<file path="config.mk">
export PLATFORM = sky130hd
export DESIGN_NAME = prp_cell
export DESIGN_NICKNAME = d
export VERILOG_FILES = /design/src/prp_pkg.sv /design/src/prp_cell.sv
export SDC_FILE = /design/constraint.sdc
export NUM_CORES = 1
export LEC_CHECK = 0
export BUFFER_PORTS_ARGS = -buffer_cell sky130_fd_sc_hd__buf_2
export CAP_MARGIN = 20
export CORE_MARGIN = 2
export CORE_UTILIZATION = 55
export CTS_BUF_LIST = sky130_fd_sc_hd__clkbuf_2 sky130_fd_sc_hd__clkbuf_4 sky130_fd_sc_hd__clkbuf_8
export DETAILED_ROUTE_END_ITERATION = 7
export PLACE_DENSITY = 0.82
export REMOVE_ABC_BUFFERS = 1
export SYNTH_ARGS = -nofsm -noshare
export SYNTH_HDL_FRONTEND = slang
export SYNTH_SLANG_ARGS = --single-unit
export TNS_END_PERCENT = 30
</file>
<file path="constraint.sdc">
create_clock -name clk -period 3.89 [get_ports clk]
set_input_delay 0.389 -clock clk [delete_from_list [all_inputs] [get_ports clk]]
set_output_delay 0.389 -clock clk [all_outputs]
set_load 0.1 [all_outputs]
</file>
<file path="src/prp_pkg.sv">
// ============================================================================
// Permutation rank p-value package
// Shared constants, request and status codes and the item that travels down the chain.
// ============================================================================
package prp_pkg;

    localparam int MAX_PERMS   = 1024;
    localparam int VALUE_WIDTH = 32;
    localparam int IDX_W       = $clog2(MAX_PERMS);
    localparam int CNT_W       = $clog2(MAX_PERMS + 1);

    typedef enum logic [1:0] {
        OP_CLEAR = 2'd0,
        OP_LOAD  = 2'd1,
        OP_QUERY = 2'd2
    } opcode_t;

    typedef enum logic [1:0] {
        ST_OK   = 2'd0,
        ST_MISS = 2'd1,
        ST_OVF  = 2'd2
    } status_t;

    typedef enum logic {
        KIND_LOAD  = 1'b0,
        KIND_QUERY = 1'b1
    } item_kind_t;

    // The accumulator holds the running count of smaller values for a load
    // and the captured numerator for a query.
    typedef struct packed {
        logic                   valid;
        item_kind_t             kind;
        logic                   miss;
        logic                   ovf;
        logic [CNT_W-1:0]       n;
        logic [VALUE_WIDTH-1:0] value;
        logic [IDX_W-1:0]       idx;
        logic [IDX_W-1:0]       acc;
    } item_t;

endpackage

</file>
<file path="src/prp_cell.sv">
// ============================================================================
// Permutation rank cell
// Holds one stored statistic and its count of smaller values, and hands the
// passing request on to the next cell.
// ============================================================================
module prp_cell
(
    input  logic                     clk,
    input  logic                     rst_n,
    input  logic                     advance,
    input  logic [prp_pkg::CNT_W-1:0] cell_index,
    input  prp_pkg::item_t           item_in,
    output prp_pkg::item_t           item_out
);

    logic [prp_pkg::VALUE_WIDTH-1:0] value_reg;
    logic [prp_pkg::VALUE_WIDTH-1:0] value_next;
    logic [prp_pkg::IDX_W-1:0]       count_reg;
    logic [prp_pkg::IDX_W-1:0]       count_next;
    prp_pkg::item_t                  item_reg;
    prp_pkg::item_t                  item_next;

    logic is_load;
    logic is_query;
    logic live;
    logic lt;
    logic gt;

    always_comb
    begin
        is_load   = item_in.valid && (item_in.kind == prp_pkg::KIND_LOAD);
        is_query  = item_in.valid && (item_in.kind == prp_pkg::KIND_QUERY);
        live      = cell_index < item_in.n;
        lt        = value_reg < item_in.value;
        gt        = value_reg > item_in.value;
        item_next = item_in;
        value_next = value_reg;
        count_next = count_reg;
        if (is_load && live && lt)
        begin
            item_next.acc = item_in.acc + prp_pkg::IDX_W'(1);
        end
        if (is_load && live && gt)
        begin
            count_next = count_reg + prp_pkg::IDX_W'(1);
        end
        if (is_load && (item_in.n == cell_index))
        begin
            value_next = item_in.value;
            count_next = item_in.acc;
        end
        if (is_query && !item_in.miss && ({1'b0, item_in.idx} == cell_index))
        begin
            item_next.acc = prp_pkg::IDX_W'(item_in.n - prp_pkg::CNT_W'(1)
                                           - {1'b0, count_reg});
        end
    end

    always_ff @(posedge clk or negedge rst_n)
    begin
        if (!rst_n)
        begin
            item_reg <= '0;
        end
        else if (advance)
        begin
            item_reg <= item_next;
        end
    end

    always_ff @(posedge clk)
    begin
        if (advance)
        begin
            value_reg <= value_next;
            count_reg <= count_next;
        end
    end

    assign item_out = item_reg;

endmodule
</file>
; Word level (Yosys, flattened, before mapping)
; Cells that the tools add are included.
[word_totals]
regBits = 109
input_bits = 81
out_inout_bits = 67
word_cells = 36
[op_classes]
add_sub_neg = 4
n_lt_le_gt_ge = 3
eq_ne = 2
mux = 4
bitwise = 1
n_reduce_logical = 12
[op_table]
columns = operator, n
row1 = two-way mux 10 bit, 4
row2 = > comparator 32 bit, 1
row3 = < comparator 32 bit, 1
row4 = adder 10 x 1 -> 10 bit (second input constant), 2
row5 = == test 10 x 11 -> 1 bit, 1
row6 = == test 11 bit, 1
row7 = < comparator 11 bit, 1
row8 = subtractor 10 x 1 -> 10 bit (second input constant), 1
row9 = subtractor 10 bit, 1
row10 = logical AND 1 bit, 8
row11 = AND reduction 2 bit, 2
row12 = nonzero test 2 bit, 1
row13 = zero test 1 bit, 1
row14 = NOT 1 bit, 1

; Depth between registers and ports, before layout
; Gate-level depths: netlist of run 1.
[logic_depth]
ltp_word = 6
ltp_mapped = 10

; Least setup slack after synthesis of run 1
; Ideal clock, no wire load.
[synth_path]
path_kind = input to register
start = input item_in[50] in the netlist's numbering
end = register count_reg[0] in the netlist's numbering (enable)
setup_time_ps = 377
arrival_time_ps = 2378
path_slack_ps = 1135
cell_stages = 9
path_cell_list = inv_1 -> ha_1 -> nand4_1 -> or3_1 -> nor3_2 -> o31a_1 -> or3_2 -> a31oi_1 -> nor2b_1
[synth_between]
elab_chain_len = 4
[synth_rtl]
columns = element, line
row1 = from (decl), prp_cell.sv:12  ; input prp_pkg::item_t item_in,
row2 = > comparator 32 bit, prp_cell.sv:35  ; gt = value_reg > item_in.value;
row3 = logical AND 1 bit, prp_cell.sv:43  ; if (is_load && live && gt)
row4 = nonzero test 2 bit (no source line), n/a
row5 = AND reduction 2 bit (no source line), n/a
row6 = to (signal assigned), prp_cell.sv:76  ; count_reg <= count_next;
row7 = to (decl), prp_cell.sv:18  ; logic [prp_pkg::IDX_W-1:0] count_reg;
; Every way passes these cells.
; A chain may end at the register's enable or synchronous reset.

; Worst setup path in the final report of run 1
[layout_path]
start = register value_reg[30] in the netlist's numbering
end = register count_reg[3] in the netlist's numbering (enable)
[layout_between]
elab_chain_len = 4
[layout_rtl]
columns = element, line
row1 = from (decl), prp_cell.sv:16  ; logic [prp_pkg::VALUE_WIDTH-1:0] value_reg;
row2 = from (signal assigned), prp_cell.sv:75  ; value_reg <= value_next;
row3 = > comparator 32 bit, prp_cell.sv:35
row4 = logical AND 1 bit, prp_cell.sv:43
row5 = nonzero test 2 bit (no source line), n/a
row6 = AND reduction 2 bit (no source line), n/a
; Every way passes these cells.

==> impl_metrics.csv, run 1 <==
group,metric,value,unit
timing,finalHoldViolations,0,
floorplanning,chipHeight,107.7,um
clock_tree,root_buffer,"clkbuf_8",
floorplanning,start_util,57.05,%
finish,fillCellCount,816,
clock_tree,numClockSinks,109,
worst_setup_path,r2r_setup_slack,790,ps
worst_setup_path,cp_slowest_cell,"nor2b_1",
synthesis,synthMuxAreaShare,11.38,%
synthesis,synthFlopType,"dfrtp_1",
timing,finalClockSkew,16.26,ps
routing,vias_per_cell,5.464,
synthesis,synth.area.top_cells,"dfrtp_1 (28%), edfxtp_1 (21%), ha_1 (11%), mux2_2 (11%), inv_1 (3.4%)",
synthesis,synth.avg_cell_area,12.10,um^2
finish,post-route-util,67.46,%
synthesis,synth_fa_ha_area_share,11.76,%
timing,worstMarginPinSlew,1036,ps
worst_setup_path,crit_fanout,10,
routing,first_iter_violations,196,
clock_tree,clockBufferDepth,2,
floorplanning,coreArea,10370,um^2
global_routing,grt_start_max_net_pins,49,
global_routing,gr-total-overflow,0,
routing,wl_met2,6647,um
pwr,ir_drop,0.0002562,V
placement,dpl.hpwl,10050,um
clock_tree,cts_tree,"yes",
routing,routed_wl,13110,um
synthesis,ys_ff_latch,109,
floorplanning,io_pins,148,
finish,drive_above_1_share,37.31,%
routing,drcViolationCount,0,
finish,antenna_cells,0,
pwr,sw_frac_of_total,40.26,%
timing,setup_tns,0,ps
global_routing,grt_pass1_vias,4562,
timing,slew_viol_final,0,
floorplanning,die_area,11600,um^2
worst_setup_path,critPathKind,"reg -> reg",
worst_setup_path,max_stage_delay,700,ps
worst_setup_path,cp-end-kind,"flop",
finish,layout_common_cells,"buf_2 (147), dfrtp_1 (67), mux2_2 (58)",
finish,nNetsFinal,777,
synthesis,yosys_warnings,0,
floorplanning,rows,37,
timing,maxSlewHeadroom,30.28,%
clock_tree,clkTransAtPathRegs,120,ps
clock_tree,cts_buffers,9,
finish,largest_reg_flops,67,
pwr,pwr-share-seq,45.1,%
timing,max_freq,0.3228,GHz
finish,multi_input_area,2700,um^2
timing,period_share,79.65,%
finish,area_growth,18.25,%
pwr,powerDensity,411.1,nW/um^2
hold_path,min_path_type,"in -> reg",
timing,rsz0062_at_grt,"no",
synthesis,synth_edf_count,42,
worst_setup_path,cp_data_required_time,3890,ps
floorplanning,fp.dieW,107.7,um
synthesis,synth_top_area_share,28.34,%
timing,final-setup-viol-count,0,
synthesis,synth-simple-area-share,8.968,%
synthesis,postSynthCellCount,489,
pwr,combPwrFrac,32.0,%
pwr,leakagePower,3.261,nW
pwr,internal_power,1.718,mW
synthesis,synth_area,5916,um^2
placement,gp_congestion,0.8688,
synthesis,synth_top_family_by_area,"adder cells",
synthesis,ys_async_sr_fraction,61.47,%
synthesis,yosys.area.top_type,"dfrtp_1",
synthesis,ys_seq_area_share,49.66,%
global_routing,antenna_found_initial,0,
routing,vias,4273,
routing,drt_pass1_iterations,5,
clock_tree,htree_levels,3,
synthesis,synth_compound_area_share,8.397,%
routing,wl_met1,5492,um
worst_setup_path,crit_chain,"ha_1 > nand4_1 > or3_1 > nor3_2 > o31a_1 > or3_2 > a31oi_1 > nor2b_1",
routing,routed-wl-met3,694,um
worst_setup_path,crit_arrival,3100,ps
finish,regArea,2938,um^2
timing,finalCriticalPeriod,3098,ps
synthesis,yosysUniqueCellTypes,56,
synthesis,synth_xor_area_share,5.034,%
finish,mostFrequentLayoutCell,"buf_2",
run_status,status,"finished clean",
routing,routedWlPerCell,16.76,um
pwr,p_switching,1.158,mW
worst_setup_path,start_kind,"flop",
placement,io_buffers,147,
routing,top_layer_used,"met4",
flow_run,maxCapViolations,0,
routing,antenna_left,0,
clock_tree,post-cts-setup-buffers,0,
clock_tree,insertion_delay,380,ps
global_routing,grt_pass1_wl,21420,um
global_routing,grtUsageTotal,23.59,%
pwr,p_clk_share,22.9,%
metrics by stage:
| step | cell area [um^2] | cells | worst slack, ps | power, mW | hold WS [ps] |
|---|---|---|---|---|---|
| floorplan | 5834 | 476 | 283.2 | 2.018 | 93.41 |
| global placement | 6784 | 764 | 819.6 | 2.222 | 483.2 |
| detailed placement | 6784 | 764 | 666.9 | 2.240 | 486.1 |
| CTS | 6965 | 780 | 772.0 | 2.898 | 184.0 |
| global route | 6995 | 782 | 567.1 | 2.989 | 196.3 |
| finish | 6995 | 782 | 791.8 | 2.876 | 211.8 |
layer usage:
metal	up-vias	global-route usage [%]
met3	22	4.419
met4	0	8.516
met2	127	41.19
met1	2065	29.13
li1	2059	-
met5	-	0
critical path: cells and delay by family (launching register included):
kind	cells	cell delay (ps)
AND/OR/NAND/NOR	5	1680
AO/OA/AOI/OAI	2	320
adder cells (fa/ha/maj)	1	320
flip-flops	1	390
kinds of logic after synthesis:
family,count (synthesis)
XOR/XNOR,34
multiplexers,60
AND/OR/NAND/NOR,91
AO/OA/AOI/OAI,73
adder cells (fa/ha/maj),55
flip-flops,109
buffers and inverters,67
synthesized netlist by cell type, drive strengths merged, types with 2 or more instances:
cell type  count
dfrtp         67
mux2          58
ha            54
inv           54
edfxtp        42
nand2         23
xnor2         21
o21ai         19
a21oi         18
nand4         15
nand3         14
xor2          13
nor2          10
a21o           9
clkbuf         9
a31oi          6
nor2b          6
buf            4
nor3           4
nor4           4
a211oi         3
and3           3
nand2b         3
o221ai         3
a21boi         2
mux2i          2
nor4b          2
o21a           2
or3            2
final timing paths:
check | from | end | cells past startpoint
setup / recovery | value_reg[30] | count_reg[3] | 8
hold / removal | item_in[48] | value_reg[28] | 1
setup reg to reg | value_reg[30] | count_reg[3] | 8
hold reg to reg | item_out[5] | item_out[5] | 2
max in group asynchronous | rst_n | item_out[21] | 4
min in group asynchronous | rst_n | item_out[63] | 2
area by class of cell:
class | count | area share (%)
sequential | 109 | 42.00
multi-input combinational | 313 | 38.60
timing repair buffer | 154 | 11.48
inverter | 54 | 2.898
tap | 136 | 2.432
clock buffer | 10 | 1.878
clock inverter | 6 | 0.7154
power groups by stage:
stage,Combinational (mW),Sequential [mW],Clock (mW)
global route,0.963,1.31,0.720
detailed placement,0.918,1.32,0
finish,0.919,1.30,0.660
floorplan,0.184,1.83,0
global placement,0.905,1.32,0
CTS,0.921,1.30,0.679
timing repair:
item                                    4_1_cts  5_1_grt
hold endpoints to repair                      0        9
gates resized for setup                       0        0
hold buffers                                  0        1
endpoints found under the setup margin        0        0
(Power assumes the default switching activity.)
==> run 2, diff against run 1 <==
==> constraint.sdc (replaced) <==
create_clock -name clk -period 3 [get_ports clk]
set_input_delay 0.3 -clock clk [delete_from_list [all_inputs] [get_ports clk]]
set_output_delay 0.3 -clock clk [all_outputs]
set_load 0.1 [all_outputs]
==> run 2 against run 1 <==
Non-clock buffer count increased by 3. Combinational power increased by 29%. Setup slack got worse by 460 ps. Routed wire length increased by 0.96%. Worst hold slack got worse by 100 ps. Clock skew decreased by 2.4 ps. Via count increased by 1.2%. Critical path type unchanged. Highest routed layer unchanged.
==> impl_metrics.csv, run 2 (synthesis gave the netlist of run 1 again) <==
group,metric,value,unit
floorplanning,die_area,11600,um^2
clock_tree,cts_buffers,9,
timing,setup_tns,0,ps
routing,antenna_left,0,
routing,drcViolationCount,0,
worst_setup_path,cp-end-kind,"flop",
run_status,status,"finished clean",
hold_path,hold_depth,1,
finish,fillCellCount,846,
timing,period_share,88.92,%
timing,finalHoldViolations,0,
routing,vias_per_cell,5.508,
timing,final-setup-viol-count,0,
worst_setup_path,reg2reg_depth,10,
clock_tree,post-cts-setup-buffers,0,
placement,dpl.hpwl,10310,um
global_routing,gr-total-overflow,0,
clock_tree,cts_tree,"yes",
finish,area_growth,18.74,%
routing,routed_wl,13240,um
finish,mostFrequentLayoutCell,"buf_2",
floorplanning,io_pins,148,
floorplanning,coreArea,10370,um^2
worst_setup_path,cp_data_required_time,3280,ps
routing,first_iter_violations,166,
routing,vias,4324,
finish,multi_input_area,2700,um^2
clock_tree,numClockSinks,109,
clock_tree,root_buffer,"clkbuf_8",
hold_path,hold_start,"item_in[37]",
global_routing,grt_pass1_wl,21320,um
placement,gp_congestion,0.8733,
floorplanning,start_util,57.05,%
worst_setup_path,crit_fanout,5,
timing,worstMarginPinSlew,670.6,ps
clock_tree,clkTransAtPathRegs,120,ps
worst_setup_path,r2r-start,"count_reg[0]",
timing,rsz0062_at_grt,"no",
worst_setup_path,crit_arrival,2950,ps
placement,placed_cells,768,
finish,largest_reg_flops,67,
timing,max_freq,0.3749,GHz
finish,layout_common_cells,"buf_2 (147), dfrtp_1 (67), mux2_2 (58)",
timing,maxSlewHeadroom,55.29,%
pwr,leakagePower,3.274,nW
timing,finalClockSkew,13.83,ps
global_routing,grtUsageTotal,23.71,%
finish,drive_above_1_share,37.75,%
worst_setup_path,critPathKind,"reg -> reg",
finish,regArea,2938,um^2
hold_path,min_path_type,"in -> reg",
pwr,ir_drop,0.0003228,V
clock_tree,insertion_delay,390,ps
worst_setup_path,start_kind,"flop",
pwr,power,3.778,mW
routing,drt_pass1_iterations,4,
global_routing,grt_start_max_net_pins,41,
floorplanning,rows,37,
floorplanning,fp.dieW,107.7,um
clock_tree,clockBufferDepth,2,
clock_tree,htree_levels,3,
floorplanning,chipHeight,107.7,um
timing,slew_viol_final,0,
placement,io_buffers,147,
flow_run,maxCapViolations,0,
pwr,powerDensity,537.8,nW/um^2
global_routing,antenna_found_initial,0,
finish,antenna_cells,0,
finish,nNetsFinal,780,
finish,fin_cells,785,
global_routing,grt_pass1_vias,4369,
routing,routedWlPerCell,16.86,um
worst_setup_path,startpoint,"count_reg[0]",
timing,finalCriticalPeriod,2668,ps
-- run 2: cell types whose count changed in the layout (fill, tap and decap cells not counted) --
cell,previous run,this run
inv_6,4,0
inv_8,1,4
clkinv_1,1,0
clkinv_8,0,1
buf_12,1,0
buf_4,5,9
clkinvlp_4,0,2
clkbuf_4,1,0
-- run 2: cell type report --
type                    instances  area share, %
clock buffers                   9          1.763
clock inverters                 7          1.087
inverters                      54          2.886
multi-input cells             313          38.44
flip-flops and latches        109          41.82
well taps                     136          2.423
repair buffers                157          11.58
-- run 2: per-stage QoR --
step                      util (%)  setup WS (ps)  hold WS [ps]  instance area (um^2)
after detailed placement     65.71          288.0         373.1                  6814
after CTS                    67.74          335.1         98.17                  7024
after floorplan                  -         -517.8         4.409                  5834
final                        67.74          332.5         108.7                  7024
after global placement       65.71          404.9         362.1                  6814
after global routing         67.74          107.7         96.95                  7024
-- run 2: worst max-delay path, stage by stage (launching register included) --
cell	delay (ps)
edfxtp_1	460
inv_1	60
ha_1	200
fa_1	410
a21o_1	190
a21oi_1	210
o21ai_0	160
o41ai_1	420
xor2_1	180
nand3_1	100
o221a_1	160
-- run 2: repair_timing --
action / CTS / global route
hold buffers: 1 / 0
hold endpoints to repair: 27 / 0
resized for setup: 0 / 0
-- run 2: power by group --
part	switching, mW	internal (mW)	total (mW)
clock network	0.570	0.332	0.902
registers	0.0461	1.64	1.68
logic	0.931	0.262	1.19
-- run 2: worst paths after layout --
check / to / slack, ps
setup / recovery: item_out[8] / 330
hold / removal: value_reg[17] / 110
setup reg to reg: item_out[8] / 330
hold reg to reg: item_out[38] / 510
max in group asynchronous: item_out[4] / 1670
min in group asynchronous: item_out[65] / 460
-- run 2: metal layers --
metal	wire length, um	share of wire (%)	vias to the layer above	track usage (%)
li1	-	-	2063	-
met1	5692	43	2136	30.68
met2	6758	51	108	40.66
met3	565	4.3	17	3.935
met4	219	1.7	0	7.601
met5	0	0	-	0
